## config.mk

```make
export PLATFORM = sky130hd
export DESIGN_NAME = stand_sleep_controller
export DESIGN_NICKNAME = d
export VERILOG_FILES = /design/src/design/ssc_pkg.sv /design/src/design/ssc_cfg_regs.sv /design/src/design/ssc_window_ram.sv /design/src/design/stand_sleep_controller.sv
export SDC_FILE = /design/constraint.sdc
export NUM_CORES = 1
export LEC_CHECK = 0
export ABC_CLOCK_PERIOD_IN_PS = 5900
export BUFFER_PORTS_ARGS = -buffer_cell sky130_fd_sc_hd__buf_2
export CAP_MARGIN = 20
export CORE_MARGIN = 3
export CORE_UTILIZATION = 40
export CTS_CLUSTER_SIZE = 40
export DETAILED_ROUTE_END_ITERATION = 16
export MAX_ROUTING_LAYER = met4
export PLACE_DENSITY_LB_ADDON = 0.12
export SYNTH_ARGS = -nofsm -noshare
export SYNTH_HDL_FRONTEND = slang
export SYNTH_HIERARCHICAL = 1
export SYNTH_SLANG_ARGS = --single-unit
```

## constraint.sdc

```tcl
create_clock -name i_clk -period 5.9 [get_ports i_clk]
set_clock_uncertainty 0.1 [all_clocks]
set_input_delay 1.18 -clock i_clk [delete_from_list [all_inputs] [get_ports i_clk]]
set_output_delay 1.18 -clock i_clk [all_outputs]
set_load 0.01 [all_outputs]
```

## src/design/ssc_pkg.sv

```systemverilog
// Shared types and constants of the stand sleep controller.
`default_nettype none
package ssc_pkg;

    // Power state codes carried in the state fields of the streams.
    localparam logic [2:0] ST_RUN        = 3'd0;
    localparam logic [2:0] ST_PRESTANDBY = 3'd1;
    localparam logic [2:0] ST_STANDBY    = 3'd2;
    localparam logic [2:0] ST_SLEEP      = 3'd3;
    localparam logic [2:0] ST_EMERGENCY  = 3'd4;
    localparam logic [2:0] ST_HALTED     = 3'd5;

    // Register indexes on the configuration port.
    localparam logic [2:0] REG_SINGLE_PIN = 3'd0;
    localparam logic [2:0] REG_MOMENTARY  = 3'd1;
    localparam logic [2:0] REG_PRE_SEC    = 3'd2;
    localparam logic [2:0] REG_STBY_MIN   = 3'd3;
    localparam logic [2:0] REG_BUZZER     = 3'd4;
    localparam logic [2:0] REG_DEBOUNCE   = 3'd5;

    // Time scale factors and the parked threshold (average >= 1/LEVEL_RATIO).
    localparam int unsigned MS_PER_SEC   = 1000;
    localparam int unsigned MS_PER_MIN   = 60000;
    localparam int unsigned LEVEL_RATIO  = 5;

    // Reset values of the registers.
    localparam logic [9:0]  RST_STBY_MIN = 10'd10;
    localparam logic [15:0] RST_DEBOUNCE = 16'd100;

    localparam int unsigned PRE_MS_W  = 20;
    localparam int unsigned STBY_MS_W = 26;

    typedef struct packed {
        logic                 single_pin;
        logic                 momentary;
        logic [9:0]           pre_sec;
        logic [9:0]           stby_min;
        logic                 buzzer;
        logic [15:0]          debounce;
        logic [PRE_MS_W-1:0]  pre_ms;
        logic [STBY_MS_W-1:0] stby_ms;
    } t_cfg;

endpackage
`default_nettype wire

```

## src/design/ssc_cfg_regs.sv

```systemverilog
// Configuration register file with an APB-style access port.
`default_nettype none
module ssc_cfg_regs
    import ssc_pkg::*;
(
    input  wire logic        i_clk,
    input  wire logic        i_rst_n,
    input  wire logic        psel,
    input  wire logic        penable,
    input  wire logic        pwrite,
    input  wire logic [4:0]  paddr,
    input  wire logic [31:0] pwdata,
    output logic      [31:0] prdata,
    output logic             pready,
    output t_cfg             o_cfg
);

    t_cfg       r_cfg;
    logic       wr_en;
    logic [2:0] idx;

    assign pready = 1'b1;
    assign idx    = paddr[4:2];
    assign wr_en  = psel && penable && pwrite && pready;
    assign o_cfg  = r_cfg;

    // The millisecond limits are formed at reset and when the register is written.
    always_ff @(posedge i_clk) begin
        if (!i_rst_n) begin
            r_cfg.single_pin <= 1'b0;
            r_cfg.momentary  <= 1'b0;
            r_cfg.pre_sec    <= '0;
            r_cfg.stby_min   <= RST_STBY_MIN;
            r_cfg.buzzer     <= 1'b1;
            r_cfg.debounce   <= RST_DEBOUNCE;
            r_cfg.pre_ms     <= '0;
            r_cfg.stby_ms    <= STBY_MS_W'(RST_STBY_MIN) * STBY_MS_W'(MS_PER_MIN);
        end else if (wr_en) begin
            case (idx)
                REG_SINGLE_PIN: r_cfg.single_pin <= pwdata[0];
                REG_MOMENTARY:  r_cfg.momentary  <= pwdata[0];
                REG_PRE_SEC: begin
                    r_cfg.pre_sec <= pwdata[9:0];
                    r_cfg.pre_ms  <= PRE_MS_W'(pwdata[9:0]) * PRE_MS_W'(MS_PER_SEC);
                end
                REG_STBY_MIN: begin
                    r_cfg.stby_min <= pwdata[9:0];
                    r_cfg.stby_ms  <= STBY_MS_W'(pwdata[9:0]) * STBY_MS_W'(MS_PER_MIN);
                end
                REG_BUZZER:     r_cfg.buzzer   <= pwdata[0];
                REG_DEBOUNCE:   r_cfg.debounce <= pwdata[15:0];
                default: ;
            endcase
        end
    end

    always_comb begin
        case (idx)
            REG_SINGLE_PIN: prdata = {31'd0, r_cfg.single_pin};
            REG_MOMENTARY:  prdata = {31'd0, r_cfg.momentary};
            REG_PRE_SEC:    prdata = {22'd0, r_cfg.pre_sec};
            REG_STBY_MIN:   prdata = {22'd0, r_cfg.stby_min};
            REG_BUZZER:     prdata = {31'd0, r_cfg.buzzer};
            REG_DEBOUNCE:   prdata = {16'd0, r_cfg.debounce};
            default:        prdata = '0;
        endcase
    end

endmodule
`default_nettype wire

```

## src/design/ssc_window_ram.sv

```systemverilog
// One-bit-wide sample memory with one write port and one registered read port.
`default_nettype none
module ssc_window_ram #(
    parameter int unsigned DEPTH = 8,
    parameter int unsigned AW    = 3
) (
    input  wire logic          i_clk,
    input  wire logic          i_wr_en,
    input  wire logic [AW-1:0] i_wr_addr,
    input  wire logic          i_wr_data,
    input  wire logic          i_rd_en,
    input  wire logic [AW-1:0] i_rd_addr,
    output logic               o_rd_data
);

    logic r_mem [DEPTH];
    logic r_rd_data;

    always_ff @(posedge i_clk) begin
        if (i_wr_en) begin
            r_mem[i_wr_addr] <= i_wr_data;
        end
    end

    always_ff @(posedge i_clk) begin
        if (i_rd_en) begin
            r_rd_data <= r_mem[i_rd_addr];
        end
    end

    assign o_rd_data = r_rd_data;

endmodule
`default_nettype wire

```

## src/design/stand_sleep_controller.sv

```systemverilog
// Stand sleep controller: handle-in-stand detection and power state stepping.
//
// Each input beat is one poll: a millisecond tick, two "pin reads low" bits
// and the current power state. Each poll yields exactly one output beat with
// the new power state, the parked flag and two beep request bits.
// Both streams use valid/ready; a beat moves when tvalid and tready are high.
//
// A poll is taken into an update stage while the sample memory reads the
// oldest window sample. The update stage adjusts the window sum, the debounce
// logic and the state timers, writes the new sample back in level mode and
// loads the output register, where the result beat waits until tready is high.
// A new poll is taken in every cycle while the output side keeps up. When the
// receiver stalls, the output register holds its beat, the update stage takes
// one more poll and holds it, and tready stays low until the output beat
// leaves. With a one-entry window the write of one poll and the read of the
// next hit the same entry, so the written bit is forwarded. Synchronous reset
// clears the control, detection and timer state; window entries not yet
// written since reset are masked until the write pointer has wrapped once, so
// the memory needs no clearing pass. Configuration is written by the user
// only while the block is idle; the block itself does not enforce it.
`default_nettype none
module stand_sleep_controller
    import ssc_pkg::*;
#(
    parameter int unsigned WINDOW = 8
) (
    input  wire logic        i_clk,
    input  wire logic        i_rst_n,
    // APB-style configuration port.
    input  wire logic        psel,
    input  wire logic        penable,
    input  wire logic        pwrite,
    input  wire logic [4:0]  paddr,
    input  wire logic [31:0] pwdata,
    output logic      [31:0] prdata,
    output logic             pready,
    // Poll stream.
    input  wire logic        s_axis_tvalid,
    output logic             s_axis_tready,
    // [31:0] now_ms, [32] stand_pin_low, [33] second_pin_low, [36:34] state_in
    input  wire logic [39:0] s_axis_tdata,
    // Result stream.
    output logic             m_axis_tvalid,
    input  wire logic        m_axis_tready,
    // [2:0] state_out, [3] parked, [4] beep_single, [5] beep_twice
    output logic      [7:0]  m_axis_tdata
);

    localparam int unsigned PW = (WINDOW > 1) ? $clog2(WINDOW) : 1;
    localparam int unsigned SW = $clog2(WINDOW + 1);
    localparam int unsigned CW = SW + 3;
    localparam logic [PW-1:0] POS_LAST = PW'(WINDOW - 1);

    t_cfg cfg;

    ssc_cfg_regs u_cfg (
        .i_clk   (i_clk),
        .i_rst_n (i_rst_n),
        .psel    (psel),
        .penable (penable),
        .pwrite  (pwrite),
        .paddr   (paddr),
        .pwdata  (pwdata),
        .prdata  (prdata),
        .pready  (pready),
        .o_cfg   (cfg)
    );

    // Handshakes of the two pipeline boundaries.
    logic s_accept;
    logic s1_fire;

    // Read stage: window pointer and wrap flag.
    logic [PW-1:0] r_pos;
    logic          r_full;

    // Update stage: the poll in flight.
    logic          r_s1_valid;
    logic [31:0]   r_s1_now;
    logic          r_s1_sp;
    logic          r_s1_hp;
    logic [2:0]    r_s1_st;
    logic [PW-1:0] r_s1_addr;
    logic          r_s1_old_valid;
    logic          r_s1_fwd;
    logic          r_s1_fwd_bit;

    // Persistent detection and timer state.
    logic [SW-1:0] r_sum;
    logic          r_last_raw;
    logic [31:0]   r_db_start;
    logic          r_settled;
    logic          r_toggle;
    logic [31:0]   r_pre_start;
    logic [31:0]   r_stby_start;

    // Output register.
    logic          r_o_valid;
    logic [7:0]    r_o_data;

    // Memory port signals.
    logic          wr_en;
    logic          rd_data;

    // Update-stage results.
    logic          sig;
    logic          old_bit;
    logic [SW-1:0] n_sum;
    logic          n_last_raw;
    logic [31:0]   n_db_start;
    logic          n_settled;
    logic          n_toggle;
    logic [31:0]   n_pre_start;
    logic [31:0]   n_stby_start;
    logic          parked;
    logic          beep1;
    logic          beep2;
    logic [2:0]    n_st;
    logic [31:0]   db_elapsed;
    logic [31:0]   pre_elapsed;
    logic [31:0]   stby_elapsed;
    logic          pre_done;
    logic          stby_done;
    logic          stby_zero;
    logic [CW-1:0] sum_x;

    assign s1_fire       = r_s1_valid && (!r_o_valid || m_axis_tready);
    assign s_axis_tready = !r_s1_valid || s1_fire;
    assign s_accept      = s_axis_tvalid && s_axis_tready;
    assign wr_en         = s1_fire && !cfg.momentary;

    ssc_window_ram #(
        .DEPTH (WINDOW),
        .AW    (PW)
    ) u_ram (
        .i_clk     (i_clk),
        .i_wr_en   (wr_en),
        .i_wr_addr (r_s1_addr),
        .i_wr_data (sig),
        .i_rd_en   (s_accept),
        .i_rd_addr (r_pos),
        .o_rd_data (rd_data)
    );

    always_comb begin
        sig = cfg.single_pin ? r_s1_sp : (r_s1_sp | r_s1_hp);

        // Oldest sample: forwarded from the write in the same cycle as the
        // read, else the memory word once the entry has been written.
        old_bit = r_s1_fwd ? r_s1_fwd_bit : (r_s1_old_valid & rd_data);

        n_sum        = r_sum;
        n_last_raw   = r_last_raw;
        n_db_start   = r_db_start;
        n_settled    = r_settled;
        n_toggle     = r_toggle;
        beep1        = 1'b0;
        beep2        = 1'b0;
        db_elapsed   = r_s1_now - r_db_start;
        sum_x        = '0;

        if (!cfg.momentary) begin
            n_sum    = r_sum - SW'(old_bit) + SW'(sig);
            sum_x    = (CW'(n_sum) << 2) + CW'(n_sum);
            n_toggle = (sum_x >= CW'(WINDOW));
        end else if (sig != r_last_raw) begin
            n_db_start = r_s1_now;
            n_last_raw = sig;
            n_settled  = 1'b0;
        end else if (!r_settled && (db_elapsed > 32'(cfg.debounce))) begin
            n_settled = 1'b1;
            if (sig) begin
                beep1    = cfg.buzzer & !r_toggle;
                beep2    = cfg.buzzer & r_toggle;
                n_toggle = !r_toggle;
            end
        end
        parked = n_toggle;

        // Power state transitions, with the chained steps folded in: a timer
        // started in this poll has zero elapsed time.
        pre_elapsed  = r_s1_now - r_pre_start;
        stby_elapsed = r_s1_now - r_stby_start;
        pre_done     = pre_elapsed >= 32'(cfg.pre_ms);
        stby_done    = stby_elapsed >= 32'(cfg.stby_ms);
        stby_zero    = (cfg.stby_ms == '0);
        n_pre_start  = r_pre_start;
        n_stby_start = r_stby_start;
        n_st         = r_s1_st;

        if (parked) begin
            case (r_s1_st)
                ST_RUN: begin
                    if (cfg.pre_sec != '0) begin
                        n_st        = ST_PRESTANDBY;
                        n_pre_start = r_s1_now;
                    end else begin
                        n_stby_start = r_s1_now;
                        n_st         = stby_zero ? ST_SLEEP : ST_STANDBY;
                    end
                end
                ST_PRESTANDBY: begin
                    if (pre_done) begin
                        n_stby_start = r_s1_now;
                        n_st         = stby_zero ? ST_SLEEP : ST_STANDBY;
                    end
                end
                ST_STANDBY: begin
                    if (stby_done) begin
                        n_st = ST_SLEEP;
                    end
                end
                ST_EMERGENCY, ST_HALTED: n_st = ST_SLEEP;
                default: ;
            endcase
        end else begin
            case (r_s1_st)
                ST_RUN, ST_PRESTANDBY, ST_STANDBY, ST_SLEEP: n_st = ST_RUN;
                default: ;
            endcase
        end
    end

    // Control and state registers.
    always_ff @(posedge i_clk) begin
        if (!i_rst_n) begin
            r_pos        <= '0;
            r_full       <= 1'b0;
            r_s1_valid   <= 1'b0;
            r_o_valid    <= 1'b0;
            r_sum        <= '0;
            r_last_raw   <= 1'b0;
            r_db_start   <= '0;
            r_settled    <= 1'b0;
            r_toggle     <= 1'b0;
            r_pre_start  <= '0;
            r_stby_start <= '0;
        end else begin
            if (s_accept && !cfg.momentary) begin
                if (r_pos == POS_LAST) begin
                    r_pos  <= '0;
                    r_full <= 1'b1;
                end else begin
                    r_pos <= r_pos + PW'(1);
                end
            end

            if (s_accept) begin
                r_s1_valid <= 1'b1;
            end else if (s1_fire) begin
                r_s1_valid <= 1'b0;
            end

            if (s1_fire) begin
                r_o_valid    <= 1'b1;
                r_sum        <= n_sum;
                r_last_raw   <= n_last_raw;
                r_db_start   <= n_db_start;
                r_settled    <= n_settled;
                r_toggle     <= n_toggle;
                r_pre_start  <= n_pre_start;
                r_stby_start <= n_stby_start;
            end else if (m_axis_tready) begin
                r_o_valid <= 1'b0;
            end
        end
    end

    // Payload registers.
    always_ff @(posedge i_clk) begin
        if (s_accept) begin
            r_s1_now       <= s_axis_tdata[31:0];
            r_s1_sp        <= s_axis_tdata[32];
            r_s1_hp        <= s_axis_tdata[33];
            r_s1_st        <= s_axis_tdata[36:34];
            r_s1_addr      <= r_pos;
            r_s1_old_valid <= r_full;
            r_s1_fwd       <= wr_en && (r_s1_addr == r_pos);
            r_s1_fwd_bit   <= sig;
        end
        if (s1_fire) begin
            r_o_data <= {2'b00, beep2, beep1, parked, n_st};
        end
    end

    assign m_axis_tvalid = r_o_valid;
    assign m_axis_tdata  = r_o_data;

endmodule
`default_nettype wire

```

# Word-level counts from Yosys, hierarchy flattened
# Memories as Yosys holds them, arrays and structs flattened. A register that Yosys moved wholly into a read port is not among the register bits.
# Index checks and enable logic that the tools add are counted.
[word_totals]
mem_bits_rw = 8
output_inout_bits = 43
inputBits = 84
wordCells = 129
memories = 1
register_bits = 235
[memory_table]
columns = ["memory", "depth", "word_bits", "read_ports", "rd_ports_with_merged_regs", "write_ports", "line", "text"]
rows = [
  ["u_ram.r_mem", 8, 1, 1, 1, 1, "ssc_window_ram.sv:16", "logic r_mem [DEPTH];"],
]
[classes]
n_mux = 26
multipliers = 2
magnitude_cmp = 4
reduce_logical = 38
bitwise_logic = 7
eq_ne = 15
add_sub_neg = 7
[ops]
columns = ["cell", "n"]
rows = [
  ["$pmux W16 S6", 1],
  ["$sub A32 B32 Y32", 3],
  ["$mux W32", 2],
  ["$pmux W32 S2", 1],
  ["$ge A32 B20 Y1", 1],
  ["$ge A32 B26 Y1", 1],
  ["$gt A32 B16 Y1", 1],
  ["$logic_not A26 Y1", 1],
  ["$mul A10 B11 Y21 const B", 1],
  ["$mul A10 B7 Y17 const B", 1],
  ["$reduce_and A2 Y1", 8],
  ["$eq A3 B3 Y1 const B", 5],
  ["$mux W1", 15],
  ["$mux W3", 5],
  ["$eq A3 B2 Y1 const B", 4],
  ["$pmux W3 S4", 1],
  ["$reduce_bool A10 Y1", 1],
  ["$logic_and A1 B1 Y1", 8],
  ["$reduce_bool A2 Y1", 4],
  ["$reduce_or A4 Y1", 2],
  ["$add A6 B4 Y7", 1],
  ["$ge A7 B4 Y1 const B", 1],
  ["$eq A3 B1 Y1 const B", 2],
  ["$logic_not A3 Y1", 2],
  ["16 further kinds", 27],
]

# Longest topological paths before layout
# Gate-level depths: netlist of the first run.
[logic_depth]
word_depth = 8
mapped_depth = 25
mapped_depth_nobuf = 25

# Hierarchy
# The synthesis of the first run kept the hierarchy.
[modules_own_cells]
columns = ["module", "cells_per_inst", "instances", "seq_area_each_um2", "area_each_um2"]
rows = [
  ["stand_sleep_controller", 1671, 1, 3653.5, 13520.5],
  ["ssc_cfg_regs", 817, 1, 1481.4, 6980.4],
  ["ssc_window_ram", 25, 1, 270.3, 392.9],
]

# Worst setup path after synthesis of the first run
# Ideal clock, no wire load.
[synth_timing]
path_type = "input to register"
from = "in pwdata[8]"
to = "reg u_cfg.r_cfg, in the netlist u_cfg/o_cfg[25]"
setup_slack_ns = 0.410
arrival_time_ns = 5.263
required_ns = 5.673
n_path_buf = 0
setup_ns = 0.127
stages = 18
path_cell_list = "inv_1 -> ha_1 -> xnor2_1 -> ha_1 -> inv_1 -> fa_1 -> inv_1 -> fa_1 -> inv_1 -> fa_1 -> inv_1 -> ha_1 -> and3_1 -> o21bai_1 -> o211ai_1 -> a221oi_1 -> nor3_1 -> or3b_1"
[synth_between]
elab_chain_len = 1
[synth_rtl]
columns = ["element", "line", "text"]
rows = [
  ["start: declaration", "stand_sleep_controller.sv:34", "input wire logic [31:0] pwdata,"],
  ["$mul A10 B11 Y21", "ssc_cfg_regs.sv:48", "r_cfg.stby_ms <= STBY_MS_W'(pwdata[9:0]) * STBY_MS_W'(MS_PER_MIN);"],
  ["end: declaration", "ssc_cfg_regs.sv:18", "t_cfg r_cfg;"],
]
# No other way between the ends.
# A chain may end at the register's enable or synchronous reset.

# Final worst setup path of the first run
[layout_timing]
from = "reg r_s1_now[6]"
to = "reg r_o_data[0], in the netlist m_axis_tdata[0], data pin"
[layout_between]
elab_chain_len = 7
elab_cells_between_ends = 14
cone_classes = "3 x add/sub; 3 x order compare; 7 x mux; 1 x reduce/logical"
[layout_rtl]
columns = ["element", "line", "text"]
rows = [
  ["start: declaration", "stand_sleep_controller.sv:79", "logic [31:0] r_s1_now;"],
  ["start signal: assignment", "stand_sleep_controller.sv:272", "r_s1_now <= s_axis_tdata[31:0];"],
  ["$sub A32 B32 Y32", "stand_sleep_controller.sv:159", "db_elapsed = r_s1_now - r_db_start;"],
  ["$gt A32 B16 Y1", "stand_sleep_controller.sv:170", "end else if (!r_settled && (db_elapsed > 32'(cfg.debounce))) begin"],
  ["$logic_and A1 B1 Y1", "stand_sleep_controller.sv:170", ""],
  ["$mux W1", "stand_sleep_controller.sv:170", ""],
  ["$mux W1", "stand_sleep_controller.sv:166", "end else if (sig != r_last_raw) begin"],
  ["$mux W1", "stand_sleep_controller.sv:162", "if (!cfg.momentary) begin"],
  ["$mux W3 (*)", "stand_sleep_controller.sv:191", "if (parked) begin"],
  ["net n_st[0]", "stand_sleep_controller.sv:118", "logic [2:0] n_st;"],
  ["end signal: assignment", "stand_sleep_controller.sv:282", "r_o_data <= {2'b00, beep2, beep1, parked, n_st};"],
  ["end: declaration", "stand_sleep_controller.sv:99", "logic [7:0] r_o_data;"],
]
# The timed path passes the listed nets; every way through them passes the cells marked *.

==> flow_summary.ini, run 1 <==
[route]
drtPass1Iterations = 8
drc = 0
vias = 17910
antenna_left = 0
routed_via_density = 5.333
first_iter_violations = 1203
wl_per_cell_um = 17.99
totalWireLength_mm = 60.43

[synth]
synth_warnings = 6
syn-cell-area_mm2 = 0.02089
syn_inst = 2512
postSynthAreaPerCell_um2 = 8.315

[final_layout]
most-common-layout-cells = nand2_1 (373), inv_1 (304), ha_1 (265)
multi_input_comb_area_mm2 = 0.01397
fin_nets = 3068
mostFrequentLayoutCell = nand2_1
finalCoreUtilization_pct = 46.19
diodes = 0
fill_cells = 5185
ff_latch_area_mm2 = 0.005405
drive_gt1_share_pct = 12.54
synthToLayoutAreaGrowth_pct = 13.92

[clocking]
cts_hold_buffers = 0
clkTransAtPathRegs_ns = 0.06
tritoncts = yes
ctsRootBufferMaster = clkbuf_16
h-tree-depth = 1
numCtsBuffers = 30
clk-insertion-delay-late_ns = 0.58
cts_buffer_depth = 3
clock-sinks = 241

[floorplan]
ioPinCount = 127
start_util_pct = 40.55
fp.dieW_um = 234.5
coreArea_mm2 = 0.05151
dieArea_mm2 = 0.05499
rows = 83
die_y_um = 234.5

[timing]
final-setup-viol-count = 0
fin_crit_sh_pct = 96.45
holdWs_ns = 0.3332
finalHoldViolCount = 0
grt_setup_unrepaired = true
drv_slew = 0
max_clock_freq_ghz = 0.1757
post-route-min-period_ns = 5.690
slew_headroom_pct = 24.86
tightest_slew_ns = 1.117

[run_status]
run_status = finished, final reports clean

[power_and_ir_drop]
power_density_mw_per_mm2 = 260.8
vdd_drop_max_mv = 0.3292
total_power_mw = 6.205
p_leak_nw = 9.856

[worst_hold_path]
hp-start = r_full$_SDFFE_PN0P_
hp-class = register to register

[placement]
portBuffers = 86
dp_hpwl_mm = 47.19
routabilityCongestion = 0.9196

[worst_setup_path]
r2r_start = r_s1_now[6]$_DFFE_PP_
cp.required_ns = 6.12
criticalPathCategory = register to register
crit_fanout = 6
crit_arrival_ns = 5.91
crit_path_start_kind = register
timing.critical_path.from = r_s1_now[6]$_DFFE_PP_
cp-end-kind = register

[global_routing]
globalRouteOverflowTotal = 0
grt_start_max_net_pins = 99
track_usage_pct = 21.92
grt_antenna_before_repair = 0
grt_pass1_vias = 17230
grt_pass1_wl_mm = 93.07

[job]
drv_cap = 0
## per-stage QoR
step / instance area, um^2 / setup slack, ns / setup TNS [ns] / std cells
detailed placement: 22400 / -0.2278 / -1.961 / 3280
finish: 23790 / 0.2096 / 0 / 3359
floorplan: 20980 / 0.4098 / 0 / 2536
global route: 23790 / -0.07278 / -0.7007 / 3359
CTS: 23420 / -0.03490 / -0.03490 / 3336
global placement: 22400 / -0.1450 / -0.1450 / 3280
## state kept, by name, indices dropped and copies added, names as in the netlist, 3 cells and up
signal        cells
u_cfg/o_cfg      74
r_db_start       32
r_pre_start      32
r_s1_now         32
r_stby_start     32
u_ram/r_mem       8
m_axis_tdata      6
r_sum             4
r_pos             3
r_s1_addr         3
r_s1_st           3
## per-layer routing
layer  GRT usage [%]  share of wire (%)
met5               -                  0
met2           35.19                 45
met1           29.82                 48
met3           2.444                4.0
met4           4.886                2.2
## where the power goes
group	switching (mW)	internal (mW)	total, mW
Combinational	1.47	1.10	2.58
Sequential	0.0476	1.74	1.79
Clock	0.753	1.09	1.84
Total	2.27	3.93	6.20
## worst max-delay path: stages, from the launching register on
cell	delay, ns
edfxtp_1	0.50
ha_2	0.27
or4_1	0.53
o21ai_0	0.11
a21oi_1	0.13
a31oi_1	0.24
buf_4	0.19
nor2_1	0.09
o221a_2	0.29
nor2_1	0.16
o21ai_0	0.13
xor2_1	0.17
ha_1	0.30
nand4_1	0.11
nor2_2	0.06
nand4_1	0.10
nor2_1	0.07
nor4_2	0.31
o221ai_1	0.19
nor4_1	0.27
nand3_1	0.12
or4_4	0.55
a311o_1	0.28
a21o_1	0.16
## cell type report
type / count / area share [%]
flip-flops and latches: 241 / 22.72
clock inverters: 14 / 0.4838
repair buffers: 207 / 5.974
clock buffers: 42 / 3.697
inverters: 308 / 4.859
well taps: 680 / 3.576
multi-input cells: 1867 / 58.69
## what timing repair did
item	in CTS	in global routing
gates resized for setup	6	37
cloned	0	3
pin swaps	1	34
setup buffers	0	19
setup endpoints to repair	66	69
## worst paths after layout
path / end / slack [ns] / depth (start not counted)
max: m_axis_tdata[0]$_DFFE_PP_ / 0.21 / 23
min: r_s1_old_valid$_DFFE_PP_ / 0.33 / 0
max reg2reg: m_axis_tdata[0]$_DFFE_PP_ / 0.21 / 23
min reg2reg: r_s1_old_valid$_DFFE_PP_ / 0.33 / 0
No activity file was read; power rests on OpenSTA's default activity.
==> inputs of run 2 (changes only) <==
- ABC_AREA: unset -> 1
==> run 2 against run 1 <==
First-iteration DRC count is 4.1% lower. Core utilization fell by 1.2 points. Die area rose by 4.2%. Cell count is 19% higher. Critical path type unchanged. Highest routed layer unchanged.
==> flow_summary.ini, run 2 <==
[timing]
fin_setup_tns_ns = 0
final-setup-viol-count = 0
grt_setup_unrepaired = false
post-route-min-period_ns = 5.365
finalHoldViolCount = 0
slew_headroom_pct = 28.66
tightest_slew_ns = 1.068
max_clock_freq_ghz = 0.1864
holdWs_ns = 0.3351
drv_slew = 0
fin_crit_sh_pct = 90.94
setup_ws_ns = 0.5346

[worst_setup_path]
critPathTopFamily = simple AND/OR/NAND/NOR gates
crit_arrival_ns = 5.74
cp_slowest_cell = nand4_4
crit_fanout = 64
crit_top_cell = nand2_1
cpPeakStageDelay_ns = 0.68
crit_path_start_kind = register
critical_path_buf_inv_count = 2
cp.required_ns = 6.27
criticalPathCategory = register to register
cp-end-kind = register

[power_and_ir_drop]
vdd_drop_max_mv = 0.2367
p_leak_nw = 12.24
power_density_mw_per_mm2 = 277.4
p_sw_mw = 2.646
clockPowerShare_pct = 30.6
combPwrFrac_pct = 42.1
seqPwrFrac_pct = 27.3
p_int_mw = 3.994
total_power_mw = 6.640
p_sw_share_pct = 39.86

[placement]
placed_cells = 3942
routabilityCongestion = 0.9156
post-place-ws_ns = 0.3420
dp_hpwl_mm = 52.31
portBuffers = 86

[clocking]
clock-sinks = 241
numCtsBuffers = 31
clkTransAtPathRegs_ns = 0.06
cts_resized = 0
h-tree-depth = 1
cts_buffer_depth = 3
ctsRootBufferMaster = clkbuf_16
clk-insertion-delay-late_ns = 0.60
tritoncts = yes
cts_hold_buffers = 0
cts_setup_buffers = 0

[route]
drtPass1Iterations = 7
totalWireLength_mm = 63.51
first_iter_violations = 1154
routedLengthMet1_mm = 30.17
wl_per_cell_um = 15.87
wl_met3_mm = 2.618
drc = 0
wl_met2_mm = 29.09
routed_via_density = 4.964
top_layer = met4
vias = 19860
antenna_left = 0

[final_layout]
diodes = 0
drive_gt1_share_pct = 7.395
most-common-layout-cells = nand2_1 (777), inv_1 (590), nor2_1 (334)
synthToLayoutAreaGrowth_pct = 9.823
fill_cells = 5594
multi_input_comb_area_mm2 = 0.01362
final_cell_count_no_fill = 4001
largest_reg_flops = 74
mostFrequentLayoutCell = nand2_1
fin_nets = 3701
ff_latch_area_mm2 = 0.005405

[floorplan]
die_y_um = 239.4
dieArea_mm2 = 0.05732
coreArea_mm2 = 0.05318
start_util_pct = 40.98
ioPinCount = 127
fp.dieW_um = 239.4
rows = 84

[worst_hold_path]
hp-class = register to register

[synth]
syn_inst = 3212
synth_warnings = 6
postSynthAreaPerCell_um2 = 6.785
syn-cell-area_mm2 = 0.02179

[global_routing]
globalRouteOverflowTotal = 0
grt_pass1_vias = 19050
grt_start_max_net_pins = 70
grt_pass1_wl_mm = 100.4
track_usage_pct = 22.71
grt_antenna_before_repair = 0

[run_status]
run_status = finished, final reports clean

[job]
drv_cap = 0
==> run 2: path summary, 6_finish.rpt <==
kind	slack, ns	start	end	depth (start not counted)
worst max-delay path	0.53	r_s1_now[0]$_DFFE_PP_	r_pre_start[10]$_SDFFE_PN0P_	29
worst min-delay path	0.34	r_full$_SDFFE_PN0P_	r_s1_old_valid$_DFFE_PP_	0
worst max register to register	0.53	r_s1_now[0]$_DFFE_PP_	r_pre_start[10]$_SDFFE_PN0P_	29
worst min register to register	0.34	r_full$_SDFFE_PN0P_	r_s1_old_valid$_DFFE_PP_	0
==> run 2: power groups by stage <==
stage	sequential, mW	combinational [mW]	clock [mW]
2_1_floorplan	1.82	2.11	0
3_3_place_gp	1.85	2.75	0
3_5_place_dp	1.85	2.78	0
4_1_cts	1.81	2.80	2.09
5_1_grt	1.82	3.22	2.16
6_report	1.81	2.79	2.03
==> run 2: layout make-up <==
type	count	share of cell area (%)
clock buffer	42	3.712
clock inverter	16	0.9201
inverter	629	9.891
multi-input combinational	2282	56.90
sequential	241	22.58
tap	688	3.597
timing repair buffer	103	2.394
==> run 2: routing by layer <==
metal,vias to the layer above,global-route usage [%]
met2,333,37.34
met1,9189,29.98
li1,10260,-
met3,77,2.809
met5,-,-
met4,0,5.168
==> run 2: through the flow <==
step                cell area, um^2  util [%]
finish                        23930     45.01
global placement              22810     42.88
detailed placement            22810     42.88
CTS                           23910     44.97
global route                  23930     45.01
floorplan                     21880         -
==> inputs of run 3 (changes only) <==
- CELL_PAD_IN_SITES_DETAIL_PLACEMENT: unset -> 1
- CELL_PAD_IN_SITES_GLOBAL_PLACEMENT: unset -> 1
==> run 3 against run 2 <==
Design area increased by 0.51%. Flip-flop and latch count did not move. Sequential power is essentially flat. Critical endpoint is now r_stby_start[15]$_SDFFE_PN0P_. Largest cell class unchanged. Largest power group unchanged.
==> flow_summary.ini, run 3 (same netlist as run 2, synthesis figures left out) <==
[timing]
drv_slew = 0
max_clock_freq_ghz = 0.1827
final-setup-viol-count = 0
grt_setup_unrepaired = false
fin_crit_sh_pct = 92.76
slew_headroom_pct = 33.81
tightest_slew_ns = 0.9917
post-route-min-period_ns = 5.473
fin_setup_tns_ns = 0
finalHoldViolCount = 0

[power_and_ir_drop]
total_power_mw = 6.892
combPwrFrac_pct = 42.4
p_sw_share_pct = 40.74
vdd_drop_max_mv = 0.2922
p_sw_mw = 2.808
p_leak_nw = 12.31
clockPowerShare_pct = 31.3
seqPwrFrac_pct = 26.3
p_int_mw = 4.084
power_density_mw_per_mm2 = 286.5

[worst_setup_path]
critical_path.endpoint = r_stby_start[15]$_SDFFE_PN0P_
cpPeakStageDelay_ns = 0.54
cp.required_ns = 6.29
timing.critical_path.from = r_s1_now[0]$_DFFE_PP_
criticalPathCategory = register to register
rr_worst_depth = 32
cp_slowest_cell = edfxtp_1
ff2ff_setup_slack_ns = 0.43
crit_top_cell = nand2_1
crit_arrival_ns = 5.87
r2r_start = r_s1_now[0]$_DFFE_PP_
crit_fanout = 36
crit_path_start_kind = register
r2r-end = r_stby_start[15]$_SDFFE_PN0P_
cp-end-kind = register

[final_layout]
most-common-layout-cells = nand2_1 (777), inv_1 (590), nor2_1 (334)
fill_cells = 6951
drive_gt1_share_pct = 7.637
largest_reg_flops = 74
synthToLayoutAreaGrowth_pct = 10.39
mostFrequentLayoutCell = nand2_1
fin_nets = 3713
diodes = 0

[floorplan]
rows = 84
coreArea_mm2 = 0.05318
dieArea_mm2 = 0.05732
fp.dieW_um = 239.4
die_y_um = 239.4
ioPinCount = 127
start_util_pct = 40.98

[clocking]
h-tree-depth = 2
cts_setup_buffers = 0
ctsRootBufferMaster = clkbuf_16
clock-sinks = 241
cts_hold_buffers = 0
tritoncts = yes
clk-insertion-delay-late_ns = 0.56
numCtsBuffers = 35
clkTransAtPathRegs_ns = 0.06
cts_buffer_depth = 3

[route]
totalWireLength_mm = 74.90
wl_per_cell_um = 18.66
vias = 20740
first_iter_violations = 894
drtPass1Iterations = 5
antenna_left = 0
drc = 0
routed_via_density = 5.166

[placement]
dp_hpwl_mm = 60.68
portBuffers = 86
routabilityCongestion = 0.9528

[global_routing]
grt_pass1_vias = 21910
grt_start_max_net_pins = 65
track_usage_pct = 26.89
grt_antenna_before_repair = 2
globalRouteOverflowTotal = 0
grt_pass1_wl_mm = 118.0

[job]
drv_cap = 0

[worst_hold_path]
hp-class = register to register

[run_status]
run_status = finished, final reports clean
[run 3: layout make-up]
type	instances	area, um^2	area share (%)
Multi-Input combinational cell	2284	13650	56.73
Sequential cell	241	5405	22.47
Inverter	629	2367	9.840
Clock buffer	52	1042	4.332
Tap cell	688	860.8	3.578
Timing Repair Buffer	109	605.6	2.517
Clock inverter	11	128.9	0.5357
[run 3: how the worst min path moves through the flow]
stage	startpoint	to	slack [ns]	cells past startpoint
after floorplan	r_full$_SDFFE_PN0P_	r_s1_old_valid$_DFFE_PP_	0.31	0
after global placement	r_full$_SDFFE_PN0P_	r_s1_old_valid$_DFFE_PP_	0.31	0
after detailed placement	r_full$_SDFFE_PN0P_	r_s1_old_valid$_DFFE_PP_	0.32	0
after CTS	r_full$_SDFFE_PN0P_	r_s1_old_valid$_DFFE_PP_	0.34	0
after global routing	r_full$_SDFFE_PN0P_	r_s1_old_valid$_DFFE_PP_	0.35	0
final	r_full$_SDFFE_PN0P_	r_s1_old_valid$_DFFE_PP_	0.34	0
[run 3: timing repair]
action,in CTS,in global routing
setup endpoints to repair,0,64
gates resized for setup,0,1
hold endpoints to repair,0,0
[run 3: power groups by stage]
stage	combinational, mW	sequential, mW	clock [mW]
after floorplan	2.11	1.82	0
after global placement	2.81	1.85	0
after detailed placement	2.90	1.85	0
after CTS	2.93	1.81	2.21
after global routing	3.37	1.82	2.27
final	2.92	1.82	2.16
[run 3: stage by stage]
stage                     std cells  utilization, %  instance area (um^2)  setup slack, ns  hold slack [ns]
after CTS                      4012           45.18                 24030           0.2795           0.3395
after floorplan                3236               -                 21880           0.9569           0.3082
after detailed placement       3949           42.98                 22860           0.2725           0.3231
final                          4014           45.24                 24060           0.4273           0.3363
after global routing           4014           45.24                 24060          0.01261           0.3492
after global placement         3949           42.98                 22860           0.3098           0.3119
[run 3: critical path, delay by kind of cell, from the launching register on]
kind	cells	cell delay, ns
flip-flops	1	0.54
AND/OR/NAND/NOR	24	3.00
XOR/XNOR	1	0.21
buffers and inverters	4	0.59
adder cells (fa/ha/maj)	3	0.92
[run 3: per-layer routing]
layer / vias to the layer above / routed length (um) / global-route usage [%] / share of wire (%)
met3: 94 / 2320 / 2.510 / 3.1
met1: 10110 / 35130 / 34.31 / 47
met5: - / 0 / - / 0
met4: 0 / 1523 / 6.395 / 2.0
met2: 259 / 35920 / 46.15 / 48
li1: 10270 / - / - / -
